===== src/rtl/gbfs_pkg.sv =====
// Shared types and constants for the breadth-first search level engine.
// Used by every module of the block; depends on nothing else.
package gbfs_pkg;

  localparam int VERTEX_W         = 4;
  localparam int LEVEL_W          = 4;
  localparam int NODE_COUNT_W     = 5;
  localparam int MAX_VERTICES_DEF = 16;
  localparam int MAX_RESULTS      = 16;
  localparam int COUNT_W          = $clog2(MAX_RESULTS);
  localparam int PADDR_W          = 3;
  localparam int PDATA_W          = 32;

  localparam logic [LEVEL_W-1:0]      LEVEL_MAX        = 4'd15;
  localparam logic [NODE_COUNT_W-1:0] NODE_COUNT_RESET = 5'd16;

  // Operation codes of an input request.
  localparam logic OP_ADD_EDGE = 1'b0;
  localparam logic OP_SEARCH   = 1'b1;

  // Register index, taken from paddr[2].
  localparam logic REG_NODE_COUNT = 1'b0;

  typedef struct packed {
    logic                op;
    logic [VERTEX_W-1:0] first_node;
    logic [VERTEX_W-1:0] second_node;
  } in_item_t;

  typedef struct packed {
    logic [VERTEX_W-1:0] vertex;
    logic [LEVEL_W-1:0]  hop_level;
    logic                last;
  } out_item_t;

  typedef struct packed {
    logic                en;
    logic [VERTEX_W-1:0] node_a;
    logic [VERTEX_W-1:0] node_b;
  } edge_wr_t;

endpackage


===== src/rtl/gbfs_cfg.sv =====
// APB-style configuration register holding node_count.
// Depends on gbfs_pkg.
module gbfs_cfg (
  input  logic                                clk,
  input  logic                                rst,
  input  logic                                psel,
  input  logic                                penable,
  input  logic                                pwrite,
  input  logic [gbfs_pkg::PADDR_W-1:0]        paddr,
  input  logic [gbfs_pkg::PDATA_W-1:0]        pwdata,
  output logic [gbfs_pkg::PDATA_W-1:0]        prdata,
  output logic                                pready,
  output logic [gbfs_pkg::NODE_COUNT_W-1:0]   node_count
);
  import gbfs_pkg::*;

  logic wr_en;

  assign pready = 1'b1;
  assign wr_en  = psel && penable && pwrite && pready;

  always_ff @(posedge clk) begin
    if (rst) begin
      node_count <= NODE_COUNT_RESET;
    end else if (wr_en && paddr[2] == REG_NODE_COUNT) begin
      node_count <= pwdata[NODE_COUNT_W-1:0];
    end
  end

  assign prdata = (paddr[2] == REG_NODE_COUNT) ? PDATA_W'(node_count) : '0;

endmodule


===== src/rtl/gbfs_graph.sv =====
// Adjacency bit matrix of the undirected graph, cleared at reset.
// Depends on gbfs_pkg; written by edge requests, read one row at a time.
module gbfs_graph #(
  parameter int MAX_VERTICES = gbfs_pkg::MAX_VERTICES_DEF
) (
  input  logic                            clk,
  input  logic                            rst,
  input  gbfs_pkg::edge_wr_t              edge_wr,
  input  logic [$clog2(MAX_VERTICES)-1:0] row_addr,
  output logic [MAX_VERTICES-1:0]         row_data
);
  import gbfs_pkg::*;

  localparam int IDXW = $clog2(MAX_VERTICES);

  logic [MAX_VERTICES-1:0] rows [MAX_VERTICES];
  logic                    in_range;
  logic [IDXW-1:0]         idx_a;
  logic [IDXW-1:0]         idx_b;

  // An edge with an endpoint outside the store is dropped.
  assign in_range = (int'(edge_wr.node_a) < MAX_VERTICES) &&
                    (int'(edge_wr.node_b) < MAX_VERTICES);
  assign idx_a    = IDXW'(edge_wr.node_a);
  assign idx_b    = IDXW'(edge_wr.node_b);

  always_ff @(posedge clk) begin
    if (rst) begin
      rows <= '{default: '0};
    end else if (edge_wr.en && in_range) begin
      rows[idx_a][idx_b] <= 1'b1;
      rows[idx_b][idx_a] <= 1'b1;
    end
  end

  assign row_data = rows[row_addr];

endmodule


===== src/rtl/gbfs_walk.sv =====
// Search sequencer: vertex queue, visited marks, level store, neighbour scan
// and result register. Depends on gbfs_pkg; reads rows from gbfs_graph.
module gbfs_walk #(
  parameter int MAX_VERTICES = gbfs_pkg::MAX_VERTICES_DEF
) (
  input  logic                              clk,
  input  logic                              rst,
  input  logic [gbfs_pkg::NODE_COUNT_W-1:0] node_count,
  input  logic                              in_valid,
  output logic                              in_stall,
  input  gbfs_pkg::in_item_t                in_data,
  output logic                              out_valid,
  input  logic                              out_stall,
  output gbfs_pkg::out_item_t               out_data,
  output gbfs_pkg::edge_wr_t                edge_wr,
  output logic [$clog2(MAX_VERTICES)-1:0]   row_addr,
  input  logic [MAX_VERTICES-1:0]           row_data
);
  import gbfs_pkg::*;

  localparam int IDXW = $clog2(MAX_VERTICES);
  localparam int CNTW = $clog2(MAX_VERTICES + 1);
  localparam int NW   = (CNTW > NODE_COUNT_W) ? CNTW : NODE_COUNT_W;

  localparam logic [1:0] S_IDLE = 2'd0;
  localparam logic [1:0] S_DEQ  = 2'd1;
  localparam logic [1:0] S_SCAN = 2'd2;
  localparam logic [1:0] S_EMIT = 2'd3;

  logic [1:0]              state;
  logic [CNTW-1:0]         head;
  logic [CNTW-1:0]         tail;
  logic [IDXW-1:0]         scan_idx;
  logic [COUNT_W-1:0]      res_count;
  logic [MAX_VERTICES-1:0] visited;
  logic [LEVEL_W-1:0]      level_mem [MAX_VERTICES];
  logic [IDXW-1:0]         fifo_mem  [MAX_VERTICES];
  logic [IDXW-1:0]         cur_x;
  logic [LEVEL_W-1:0]      cur_lx;

  logic                    in_accept;
  logic                    start_ok;
  logic [IDXW-1:0]         start_idx;
  logic [NW-1:0]           nc_wide;
  logic [NW-1:0]           n_sat;
  logic                    hit;
  logic                    scan_done;
  logic [LEVEL_W-1:0]      lvl_inc;
  logic                    emit_last;
  logic                    out_free;
  logic [IDXW-1:0]         deq_x;

  assign in_stall  = (state != S_IDLE);
  assign in_accept = in_valid && !in_stall;
  assign start_ok  = int'(in_data.first_node) < MAX_VERTICES;
  assign start_idx = IDXW'(in_data.first_node);

  assign edge_wr.en     = in_accept && (in_data.op == OP_ADD_EDGE);
  assign edge_wr.node_a = in_data.first_node;
  assign edge_wr.node_b = in_data.second_node;

  // The scan range saturates at the size of the store.
  assign nc_wide = NW'(node_count);
  assign n_sat   = (nc_wide > NW'(MAX_VERTICES)) ? NW'(MAX_VERTICES) : nc_wide;

  assign row_addr  = cur_x;
  assign deq_x     = fifo_mem[head[IDXW-1:0]];
  assign hit       = row_data[scan_idx] && !visited[scan_idx] &&
                     (tail < CNTW'(MAX_VERTICES));
  assign scan_done = (NW'(scan_idx) + NW'(1)) == n_sat;
  assign lvl_inc   = (cur_lx == LEVEL_MAX) ? LEVEL_MAX : cur_lx + LEVEL_W'(1);

  // The queue is drained, or this is the final result the cap allows.
  assign emit_last = (head == tail) || (res_count == COUNT_W'(MAX_RESULTS - 1));
  assign out_free  = !out_valid || !out_stall;

  always_ff @(posedge clk) begin
    if (rst) begin
      out_valid <= 1'b0;
    end else if (state == S_EMIT && out_free) begin
      out_valid <= 1'b1;
    end else if (!out_stall) begin
      out_valid <= 1'b0;
    end
  end

  always_ff @(posedge clk) begin
    if (rst) begin
      state     <= S_IDLE;
      head      <= '0;
      tail      <= '0;
      res_count <= '0;
      visited   <= '0;
    end else begin
      case (state)
        S_IDLE: begin
          if (in_accept && in_data.op == OP_SEARCH && start_ok) begin
            visited            <= MAX_VERTICES'(1) << start_idx;
            level_mem[start_idx] <= '0;
            fifo_mem[0]        <= start_idx;
            head               <= '0;
            tail               <= CNTW'(1);
            res_count          <= '0;
            state              <= S_DEQ;
          end
        end
        S_DEQ: begin
          cur_x    <= deq_x;
          cur_lx   <= level_mem[deq_x];
          head     <= head + CNTW'(1);
          scan_idx <= '0;
          state    <= (n_sat == '0) ? S_EMIT : S_SCAN;
        end
        S_SCAN: begin
          if (hit) begin
            visited[scan_idx]          <= 1'b1;
            level_mem[scan_idx]        <= lvl_inc;
            fifo_mem[tail[IDXW-1:0]]   <= scan_idx;
            tail                       <= tail + CNTW'(1);
          end
          if (scan_done) begin
            state <= S_EMIT;
          end else begin
            scan_idx <= scan_idx + IDXW'(1);
          end
        end
        S_EMIT: begin
          if (out_free) begin
            out_data.vertex    <= VERTEX_W'(cur_x);
            out_data.hop_level <= cur_lx;
            out_data.last      <= emit_last;
            res_count          <= res_count + COUNT_W'(1);
            state              <= emit_last ? S_IDLE : S_DEQ;
          end
        end
        default: begin
          state <= S_IDLE;
        end
      endcase
    end
  end

endmodule


===== src/rtl/graph_bfs_level_engine_core.sv =====
// Breadth-first search engine over an adjacency bit matrix. An add-edge request
// is written into the matrix when accepted. A search request is accepted and then,
// for each of the R vertices it reaches (R at most 16), passes a dequeue step,
// a scan of n indices and a result step, where n is node_count limited to
// MAX_VERTICES; the result step waits while the result register is stalled.
// A single neighbour test and enqueue step is used once per scanned index.
// No new request is taken during a search; the final result may still wait
// in the output register.
// Depends on gbfs_pkg, gbfs_cfg, gbfs_graph and gbfs_walk.
module graph_bfs_level_engine_core #(
  parameter int MAX_VERTICES = gbfs_pkg::MAX_VERTICES_DEF
) (
  input  logic                         clk,
  input  logic                         rst,
  input  logic                         psel,
  input  logic                         penable,
  input  logic                         pwrite,
  input  logic [gbfs_pkg::PADDR_W-1:0] paddr,
  input  logic [gbfs_pkg::PDATA_W-1:0] pwdata,
  output logic [gbfs_pkg::PDATA_W-1:0] prdata,
  output logic                         pready,
  input  logic                         in_valid,
  output logic                         in_stall,
  input  gbfs_pkg::in_item_t           in_data,
  output logic                         out_valid,
  input  logic                         out_stall,
  output gbfs_pkg::out_item_t          out_data
);
  import gbfs_pkg::*;

  localparam int IDXW = $clog2(MAX_VERTICES);

  logic [NODE_COUNT_W-1:0] node_count;
  edge_wr_t                edge_wr;
  logic [IDXW-1:0]         row_addr;
  logic [MAX_VERTICES-1:0] row_data;

  gbfs_cfg u_cfg (
    .clk        (clk),
    .rst        (rst),
    .psel       (psel),
    .penable    (penable),
    .pwrite     (pwrite),
    .paddr      (paddr),
    .pwdata     (pwdata),
    .prdata     (prdata),
    .pready     (pready),
    .node_count (node_count)
  );

  gbfs_graph #(
    .MAX_VERTICES (MAX_VERTICES)
  ) u_graph (
    .clk      (clk),
    .rst      (rst),
    .edge_wr  (edge_wr),
    .row_addr (row_addr),
    .row_data (row_data)
  );

  gbfs_walk #(
    .MAX_VERTICES (MAX_VERTICES)
  ) u_walk (
    .clk        (clk),
    .rst        (rst),
    .node_count (node_count),
    .in_valid   (in_valid),
    .in_stall   (in_stall),
    .in_data    (in_data),
    .out_valid  (out_valid),
    .out_stall  (out_stall),
    .out_data   (out_data),
    .edge_wr    (edge_wr),
    .row_addr   (row_addr),
    .row_data   (row_data)
  );

endmodule

===== config.mk =====
export PLATFORM = sky130hd
export DESIGN_NAME = graph_bfs_level_engine_core
export DESIGN_NICKNAME = d
export VERILOG_FILES = /design/src/rtl/gbfs_pkg.sv /design/src/rtl/gbfs_cfg.sv /design/src/rtl/gbfs_graph.sv /design/src/rtl/gbfs_walk.sv /design/src/rtl/graph_bfs_level_engine_core.sv
export SDC_FILE = /design/constraint.sdc
export NUM_CORES = 1
export LEC_CHECK = 0
export BUFFER_PORTS_ARGS = -buffer_cell sky130_fd_sc_hd__buf_4
export CAP_MARGIN = 20
export CELL_PAD_IN_SITES_DETAIL_PLACEMENT = 1
export CELL_PAD_IN_SITES_GLOBAL_PLACEMENT = 2
export CORE_ASPECT_RATIO = 1.2
export CORE_MARGIN = 4
export CORE_UTILIZATION = 40
export DETAILED_ROUTE_END_ITERATION = 6
export PLACE_DENSITY = 0.89
export SLEW_MARGIN = 30
export SYNTH_ARGS = -nofsm -noshare
export SYNTH_HDL_FRONTEND = slang
export SYNTH_SLANG_ARGS = --single-unit
export TNS_END_PERCENT = 30

===== constraint.sdc =====
create_clock -name clk -period 6 [get_ports clk]
set_input_delay 1.2 -clock clk [delete_from_list [all_inputs] [get_ports clk]]
set_output_delay 1.2 -clock clk [all_outputs]
set_load 0.01 [all_outputs]

==> metrics.md, run 1 <==
| Metric | Value |
|---|---|
| Total Power | 0.00732 W |
| Max-cap viol count | 0 |
| Largest stage delay, worst path | roughly 1000 ps |
| Post-synth EDFFs | between 100 and 150 |
| Mux cell area share after synthesis | 0.125 |
| Bufs on Longest Clock Path | 3 |
| Max-slew violation count | 0 |
| Initial antenna violation count | 0 |
| Measured slew at the worst slew-check pin | 1010 ps |
| Final instance area | 0.0219 mm2 |
| Setup violations, final | 0 |
| Final Critical Period | 4760 ps |
| Buffer type at the clock tree root | clkbuf_16 |
| Initial Util | 0.406 |
| Vias per inst | 5.75 |
| Most numerous cell in the Yosys netlist | dfxtp_1 |
| Die area | 0.0527 mm2 |
| Final net count | 1925 |
| Post-CTS Hold Buffers | 0 |
| Critical Path Stages | 10 |
| Post-synthesis cell area | slightly below 0.02 mm2 |
| R2R cell count | 10 |
| Worst setup EP type | flop |
| Post-Synth Adder-Cell Area | 0.00828 |
| Top cell type by total area after synthesis | dfxtp_1 |
| Worst Hold Class | flop to flop |
| DR pass1 iterations | 5 |
| Largest net degree at the start of global routing | 106 |
| Gpl congestion | 0.876 |
| Worst r2r src | u_walk.row_addr[1]$_DFFE_PP_ |
| Vias in the first global route | between 15000 and 20000 |
| Outcome | finished, final reports clean |
| Antenna diode count | 0 |
| Simple-gate area share of the yosys netlist | 0.113 |
| Syn Inst Count | 1856 |
| Synth cell count leaders | dfxtp_1 (298), nor2_1 (229), a21oi_1 (227) |
| CORE AREA | 0.0483 mm2 |
| Post-synthesis compound-gate area fraction | 0.138 |
| Critical path class | flop to flop |
| Clock-pin slew on the worst setup and hold paths | 60 ps |
| Start point of the critical path | u_walk.row_addr[1]$_DFFE_PP_ |
| Power Dens Cells | 334 mW/mm2 |
| Gr ovfl total | 0 |
| Layout area overhead | 11.6% |
| Max Clk Rate | 210 MHz |
| IO Pins | 95 |
| Share of cells above drive strength 1 | 0.142 |
| RSZ-0062 raised after global routing | no |
| Required @ worst endpoint | just over 6000 ps |
| DR iter-0 viols | 1171 |
| Filler cells | 5223 |
| CTS tree | yes |
| H-tree depth | 2 |
| DRC viols | 0 |
| Dpl cell area | about 0.020 mm2 |
| Critical-path cell list | buf_4, mux4_2, a22o_1, a211oi_1, a211o_1, a2111oi_4, o21ai_4, buf_4, nor2_1, nor2_1 |
| Chip height | around 250 um |
| Flops & latches, synth | approximately 450 |
| Area contributors post-synth | dfxtp_1 (30%), edfxtp_1 (23%), mux4_2 (11%) |
| Gr usage total | 0.219 |
| CP Max Fanout | 42 |
| Setup TNS | 0 ps |
| Ys flop type | dfxtp_1 |
| Critical hold path startpoint | u_graph.rows[217]$_SDFFE_PP0P_ |
| CP Buf/Inv Count | 2 |
| Input/output buffers | 37 |
| Post-CTS Repair Setup Buffers | 0 |
| Hold depth | 2 |
| Clk_lat worst skew | around 570 ps |
| Ys Warns | 0 |
| Post-DRT Antenna Nets | 0 |
| CTS Sinks | 447 |
| Post-synth ARST share | 0 |
| Final Hold Vio Count | 0 |
| Fin Clk Skew | ~29 ps |
| CP Launch Type | flop |
| Synthesized area per cell | between 10 and 15 um2 |
| Maximum vdd drop | 0.000178 V |
| Detailed placer's ending HPWL | 40300 um |
| Period utilization | 0.794 |
| Routed len/inst | 23.3 um |
| Netlist cell types | 65 |
| FP Rows | between 80 and 90 |
| Largest family of logic cells by synthesized area | compound AO/OA/AOI/OAI gates |
| Top Family by Delay on Critical Path | compound AO/OA/AOI/OAI gates |
| Seq/Total Area, Yosys | 0.532 |
| Arrival time at the worst endpoint | 4970 ps |
| CTS resizes | 0 |
| CTS Buf Count | 46 |
| DR vias | 14497 |
| Slew HR | 0.319 |
| Xor/xnor share of the synthesized area | 0.00535 |
| First-pass GRT wire length | 90900 um |
| Die W | approximately 210 um |
| Final wirelength | 58800 um |
| CP max stage cell | edfxtp_1 |
| Leakage | between 7 and 8 nW |
| Share of the synthesized area in the top cell type | 0.304 |
## final timing paths
| kind | end | slack [ps] |
|---|---|---|
| max | u_walk.fifo_mem[0][0]$_DFFE_PP_ | 1240 |
| min | u_graph.rows[217]$_SDFFE_PP0P_ | 440 |
| max reg2reg | u_walk.fifo_mem[0][0]$_DFFE_PP_ | 1240 |
| min reg2reg | u_graph.rows[217]$_SDFFE_PP0P_ | 440 |
## metal layers
layer | global-route usage | wire [um] | vias up
li1 | - | - | 6593
met1 | 0.267 | 23700 | 7422
met2 | 0.399 | 30700 | 376
met3 | 0.0291 | 2630 | 106
met4 | 0.0688 | 1760 | 0
met5 | 0 | 0 | -
## metrics by stage
step | hold WS, ps | setup slack [ps] | cells | utilization
after floorplan | 421 | 2600 | 1882 | -
after global placement | 431 | 1380 | 2443 | 0.421
after detailed placement | 438 | 1320 | 2443 | 0.422
after CTS | 447 | 1310 | 2523 | 0.452
after global routing | 457 | 1010 | 2523 | 0.453
final | 445 | 1240 | 2523 | 0.453
## registers in the layout, summed over array words and instances (netlist names), 5 cells and up, named ones only
register,cells
u_walk.tail,5
u_walk.head,5
u_graph.rows,256
u_walk.fifo_mem,64
u_walk.level_mem,64
u_cfg.node_count,5
u_walk.visited,16
u_walk.out_data,9
## power breakdown
group | internal [W] | switching, W | total, W
Clock | 0.00165 | 0.00119 | 0.00284
Sequential | 0.00323 | 0.000112 | 0.00334
Combinational | 0.000431 | 0.000710 | 0.00114
## area by class of cell
cell class | count | area (um2) | area share
clock inverter | 19 | 188 | 0.00856
tap | 630 | 788 | 0.0360
sequential | 447 | 10400 | 0.476
clock buffer | 61 | 1300 | 0.0593
inverter | 188 | 706 | 0.0322
multi-input combinational | 1100 | 7860 | 0.358
timing repair buffer | 78 | 638 | 0.0291
## layout by cell type (no fill, tap or decap), types with 4 or more instances in the layout
| master | synthesis | routed |
|---|---|---|
| ha_1 | 13 | 13 |
| o311a_1 | 9 | 9 |
| a31oi_1 | 16 | 16 |
| nor2_2 | 0 | 6 |
| xor2_1 | 7 | 7 |
| edfxtp_1 | 149 | 149 |
| inv_1 | 187 | 187 |
| or3_1 | 12 | 12 |
| nand2b_1 | 20 | 20 |
| nand4_1 | 6 | 6 |
| clkinv_2 | 0 | 5 |
| o211ai_1 | 8 | 8 |
| a21oi_1 | 227 | 227 |
| clkbuf_1 | 77 | 7 |
| o22ai_1 | 36 | 36 |
| conb_1 | 2 | 28 |
| clkinv_1 | 1 | 4 |
| nor4_1 | 13 | 13 |
| clkbuf_8 | 0 | 7 |
| nor3b_1 | 6 | 6 |
| buf_4 | 35 | 72 |
| a22oi_1 | 98 | 98 |
| a22o_1 | 7 | 7 |
| nor2_1 | 229 | 221 |
| mux4_2 | 93 | 93 |
| xnor2_1 | 5 | 5 |
| nand2_1 | 84 | 84 |
| or4_1 | 6 | 6 |
| nor3_1 | 29 | 20 |
| clkbuf_16 | 0 | 47 |
| mux2i_1 | 33 | 33 |
| dfxtp_1 | 298 | 298 |
| and2_1 | 5 | 5 |
| nor2b_1 | 30 | 30 |
| nor3_2 | 0 | 9 |
| clkinvlp_4 | 0 | 7 |
| o21ai_0 | 8 | 8 |
| nand3_1 | 28 | 28 |
## cells by family after synthesis
logic type	count (synthesis)
multiplexers	127
AO/OA/AOI/OAI	436
flip-flops	447
buffers and inverters	335
AND/OR/NAND/NOR	484
adder cells (fa/ha/maj)	13
other	2
XOR/XNOR	12
## tightest hold or removal path: cells and delay by family (launching register included)
family / cells / cell delay [ps]
DFF: 1 / 310
AOI/OAI and AO/OA: 1 / 50
buffers and inverters: 1 / 50
No activity file was read; power rests on OpenSTA's default activity.
==> run 2: changes to the inputs <==
--- a/config.mk
+++ b/config.mk
@@ -5,15 +5,16 @@
 export SDC_FILE = /design/constraint.sdc
 export NUM_CORES = 1
 export LEC_CHECK = 0
+export ABC_AREA = 1
 export BUFFER_PORTS_ARGS = -buffer_cell sky130_fd_sc_hd__buf_4
 export CAP_MARGIN = 20
 export CELL_PAD_IN_SITES_DETAIL_PLACEMENT = 1
 export CELL_PAD_IN_SITES_GLOBAL_PLACEMENT = 2
 export CORE_ASPECT_RATIO = 1.2
 export CORE_MARGIN = 4
-export CORE_UTILIZATION = 40
+export CORE_UTILIZATION = 33
 export DETAILED_ROUTE_END_ITERATION = 6
-export PLACE_DENSITY = 0.89
+export PLACE_DENSITY = 0.86
 export SLEW_MARGIN = 30
 export SYNTH_ARGS = -nofsm -noshare
 export SYNTH_HDL_FRONTEND = slang
==> constraint.sdc (replaced) <==
create_clock -name clk -period 4 [get_ports clk]
set_input_delay 0.8 -clock clk [delete_from_list [all_inputs] [get_ports clk]]
set_output_delay 0.8 -clock clk [all_outputs]
set_load 0.01 [all_outputs]
==> metrics.md, run 2 <==
| Metric | Value |
|---|---|
| Outcome | finished, final reports clean |
| CP Max Fanout | 21 |
| Placed Instances | 3306 |
| CTS tree | yes |
| Commonest non-fill, non-tap cells in the layout | nand2_1 (496), inv_1 (375), o21ai_0 (335), dfxtp_1 (298), nand3_1 (224) |
| Netlist cell types | between 40 and 50 |
| Chip height | around 280 um |
| CP Launch Type | flop |
| Reg2Reg Setup Slack | 360 ps |
| Largest family of logic cells by synthesized area | simple AND/OR/NAND/NOR gates |
| Input/output buffers | 37 |
| Routed len/inst | ~20 um |
| Pre-CTS setup slack | 381 ps |
| First-pass GRT wire length | 103000 um |
| Cell mode on critical path | nand2_1 |
| Critical-path cell list | inv_4, buf_4, nand2_1, nand3_1, nand3_1, nand2_1, nand2_1, nand2_1, nand2_1, nand2_1, inv_1, nand2_1, nand2_1, nand2_1, inv_2, nand2_4, nand3_2, buf_12, o21ai_1, nand2_1, nor2_1 |
| Leading cell type in the layout, fill and taps excluded | nand2_1 |
| CTS Sinks | 447 |
| Syn Inst Count | roughly 2600 |
| Power Dens Cells | 527 mW/mm2 |
| FP Rows | 99 |
| Final Critical Period | 3640 ps |
| Max Clk Rate | around 270 MHz |
| Post-synth ARST share | 0 |
| Sw frac | 0.316 |
| Final instance area | 0.0230 mm2 |
| Slew HR | 0.369 |
| Final wirelength | 66100 um |
| CTS Buf Count | 48 |
| Clock-pin slew on the worst setup and hold paths | 60 ps |
| Antenna diode count | 0 |
| Arrival time at the worst endpoint | 3890 ps |
| Worst setup EP type | flop |
| Ys Warns | 0 |
| Simple-gate area share of the yosys netlist | 0.183 |
| Area contributors post-synth | dfxtp_1 (29%), edfxtp_1 (22%), nand2_1 (9.2%) |
| Required @ worst endpoint | 4250 ps |
| Leakage | approximately 10 nW |
| Flops & latches, synth | 447 |
| Post-DRT Antenna Nets | 0 |
| Fin cells | 3392 |
| Max-slew violation count | 0 |
| Post-CTS Repair Setup Buffers | 0 |
| Switching Power | 0.00382 W |
| CORE AREA | 0.0608 mm2 |
| RSZ-0062 raised after global routing | no |
| Post-synth EDFFs | 149 |
| Storage cell area | ~0.010 mm2 |
| Ys flop type | dfxtp_1 |
| Mux cell area share after synthesis | 0.00790 |
| Die W | 234 um |
| Synth cell count leaders | nand2_1 (496), inv_1 (375), o21ai_0 (335) |
| Gr usage total | 0.199 |
| CTS resizes | 0 |
| Final worst setup slack | 361 ps |
| Post-CTS Hold Buffers | 0 |
| Number of flip-flops in the largest register | 256 |
| Clock share of power | 0.376 |
| Combinational group share of total power | 0.209 |
| Detailed placer's ending HPWL | 43200 um |
| Die area | 0.0654 mm2 |
| Worst Hold Class | input pin to flop |
| Dpl cell area | between 0.02 and 0.025 mm2 |
| Post-synthesis compound-gate area fraction | 0.168 |
| DR vias | ~18000 |
| Top cell type by total area after synthesis | dfxtp_1 |
| Layout area overhead | 13.4% |
| DR iter-0 viols | 1182 |
| Biggest register | u_graph.rows |
| DR pass1 iterations | 5 |
| Largest stage delay, worst path | ~630 ps |
| Int Power | 0.00828 W |
| Vias in the first global route | 18586 |
| Maximum vdd drop | 0.000331 V |
| Share of the synthesized area in the top cell type | 0.294 |
| Post-synthesis cell area | 0.0203 mm2 |
| Setup violations, final | 0 |
| Initial antenna violation count | 0 |
| Largest net degree at the start of global routing | 268 |
| Largest registers | u_graph.rows (256), u_walk.fifo_mem (64), u_walk.level_mem (64) |
| Filler cells | 7315 |
| Final net count | 2613 |
| Fin Clk Skew | 18.3 ps |
| Bufs on Longest Clock Path | 3 |
| CP max stage cell | edfxtp_1 |
| Synthesized area per cell | 7.94 um2 |
| Vias per inst | 5.21 |
| Final Hold Vio Count | 0 |
| Clk_lat worst skew | 600 ps |
| Max-cap viol count | 0 |
| Sequential power share | 0.415 |
| Measured slew at the worst slew-check pin | 944 ps |
| Critical path class | flop to flop |
| H-tree depth | 2 |
| Xor/xnor share of the synthesized area | 0.00216 |
| Gr ovfl total | 0 |
| DRC viols | 0 |
| Post-Synth Adder-Cell Area | 0.00803 |
| Share of cells above drive strength 1 | 0.0731 |
| Buffer type at the clock tree root | clkbuf_16 |
| IO Pins | 95 |
| Setup TNS | 0 ps |
| Area used by multi-input combinational logic | 0.00760 mm2 |
| Gpl congestion | 0.826 |
| Initial Util | 0.333 |
| Period utilization | 0.910 |
| Most numerous cell in the Yosys netlist | nand2_1 |
| Seq/Total Area, Yosys | 0.515 |
==> run 2: final timing paths <==
path / startpoint / endpoint / cells after the start
worst max-delay path: u_walk.row_addr[0]$_DFFE_PP_ / u_walk.level_mem[13][0]$_DFFE_PP_ / 21
worst min-delay path: pwdata[4] / u_cfg.node_count[4]$_SDFFE_PP1P_ / 3
worst max register to register: u_walk.row_addr[0]$_DFFE_PP_ / u_walk.level_mem[13][0]$_DFFE_PP_ / 21
worst min register to register: u_graph.rows[15]$_SDFFE_PP0P_ / u_graph.rows[15]$_SDFFE_PP0P_ / 1
==> run 2: critical path: cells and delay by family (launching register included) <==
family | cells | cell delay (ps)
flops | 1 | 630
buf+inv | 5 | 770
compound gates | 1 | 180
simple gates | 15 | 1680
==> run 2: metal layers <==
metal / up-vias / share of wire / global-route usage
li1: 8393 / - / -
met1: 8752 / 0.43 / 0.246
met2: 394 / 0.49 / 0.352
met3: 146 / 0.044 / 0.0289
met4: 0 / 0.036 / 0.0724
met5: - / 0 / 0
==> run 2: power by group through the flow <==
stage                     clock (W)  sequential, W  combinational (W)
after detailed placement          0        0.00512            0.00251
after CTS                   0.00466        0.00502            0.00253
final                       0.00455        0.00502            0.00253
after global placement            0        0.00511            0.00242
after floorplan                   0        0.00505            0.00175
after global routing        0.00486        0.00504            0.00282
==> run 2: stage by stage <==
step | total power, W | utilization | hold slack (ps)
final | 0.0121 | 0.378 | 430
after global routing | 0.0127 | 0.378 | 463
after detailed placement | 0.00763 | 0.351 | 453
after floorplan | 0.00680 | - | 421
after global placement | 0.00753 | 0.351 | 446
after CTS | 0.0122 | 0.377 | 398
==> run 2: cell families after synthesis <==
family | count (synthesis)
compound gates | 606
xor+xnor | 5
fa+ha+maj | 13
buf+inv | 566
flops | 447
mux | 16
other cells | 2
simple gates | 896
==> run 2: area by class of cell <==
| type | count | share of cell area |
|---|---|---|
| clock inverters | 23 | 0.0132 |
| clock buffers | 62 | 0.0559 |
| repair buffers | 100 | 0.0379 |
| inverters | 388 | 0.0637 |
| multi-input cells | 1564 | 0.331 |
| flip-flops and latches | 447 | 0.454 |
| well taps | 808 | 0.0440 |
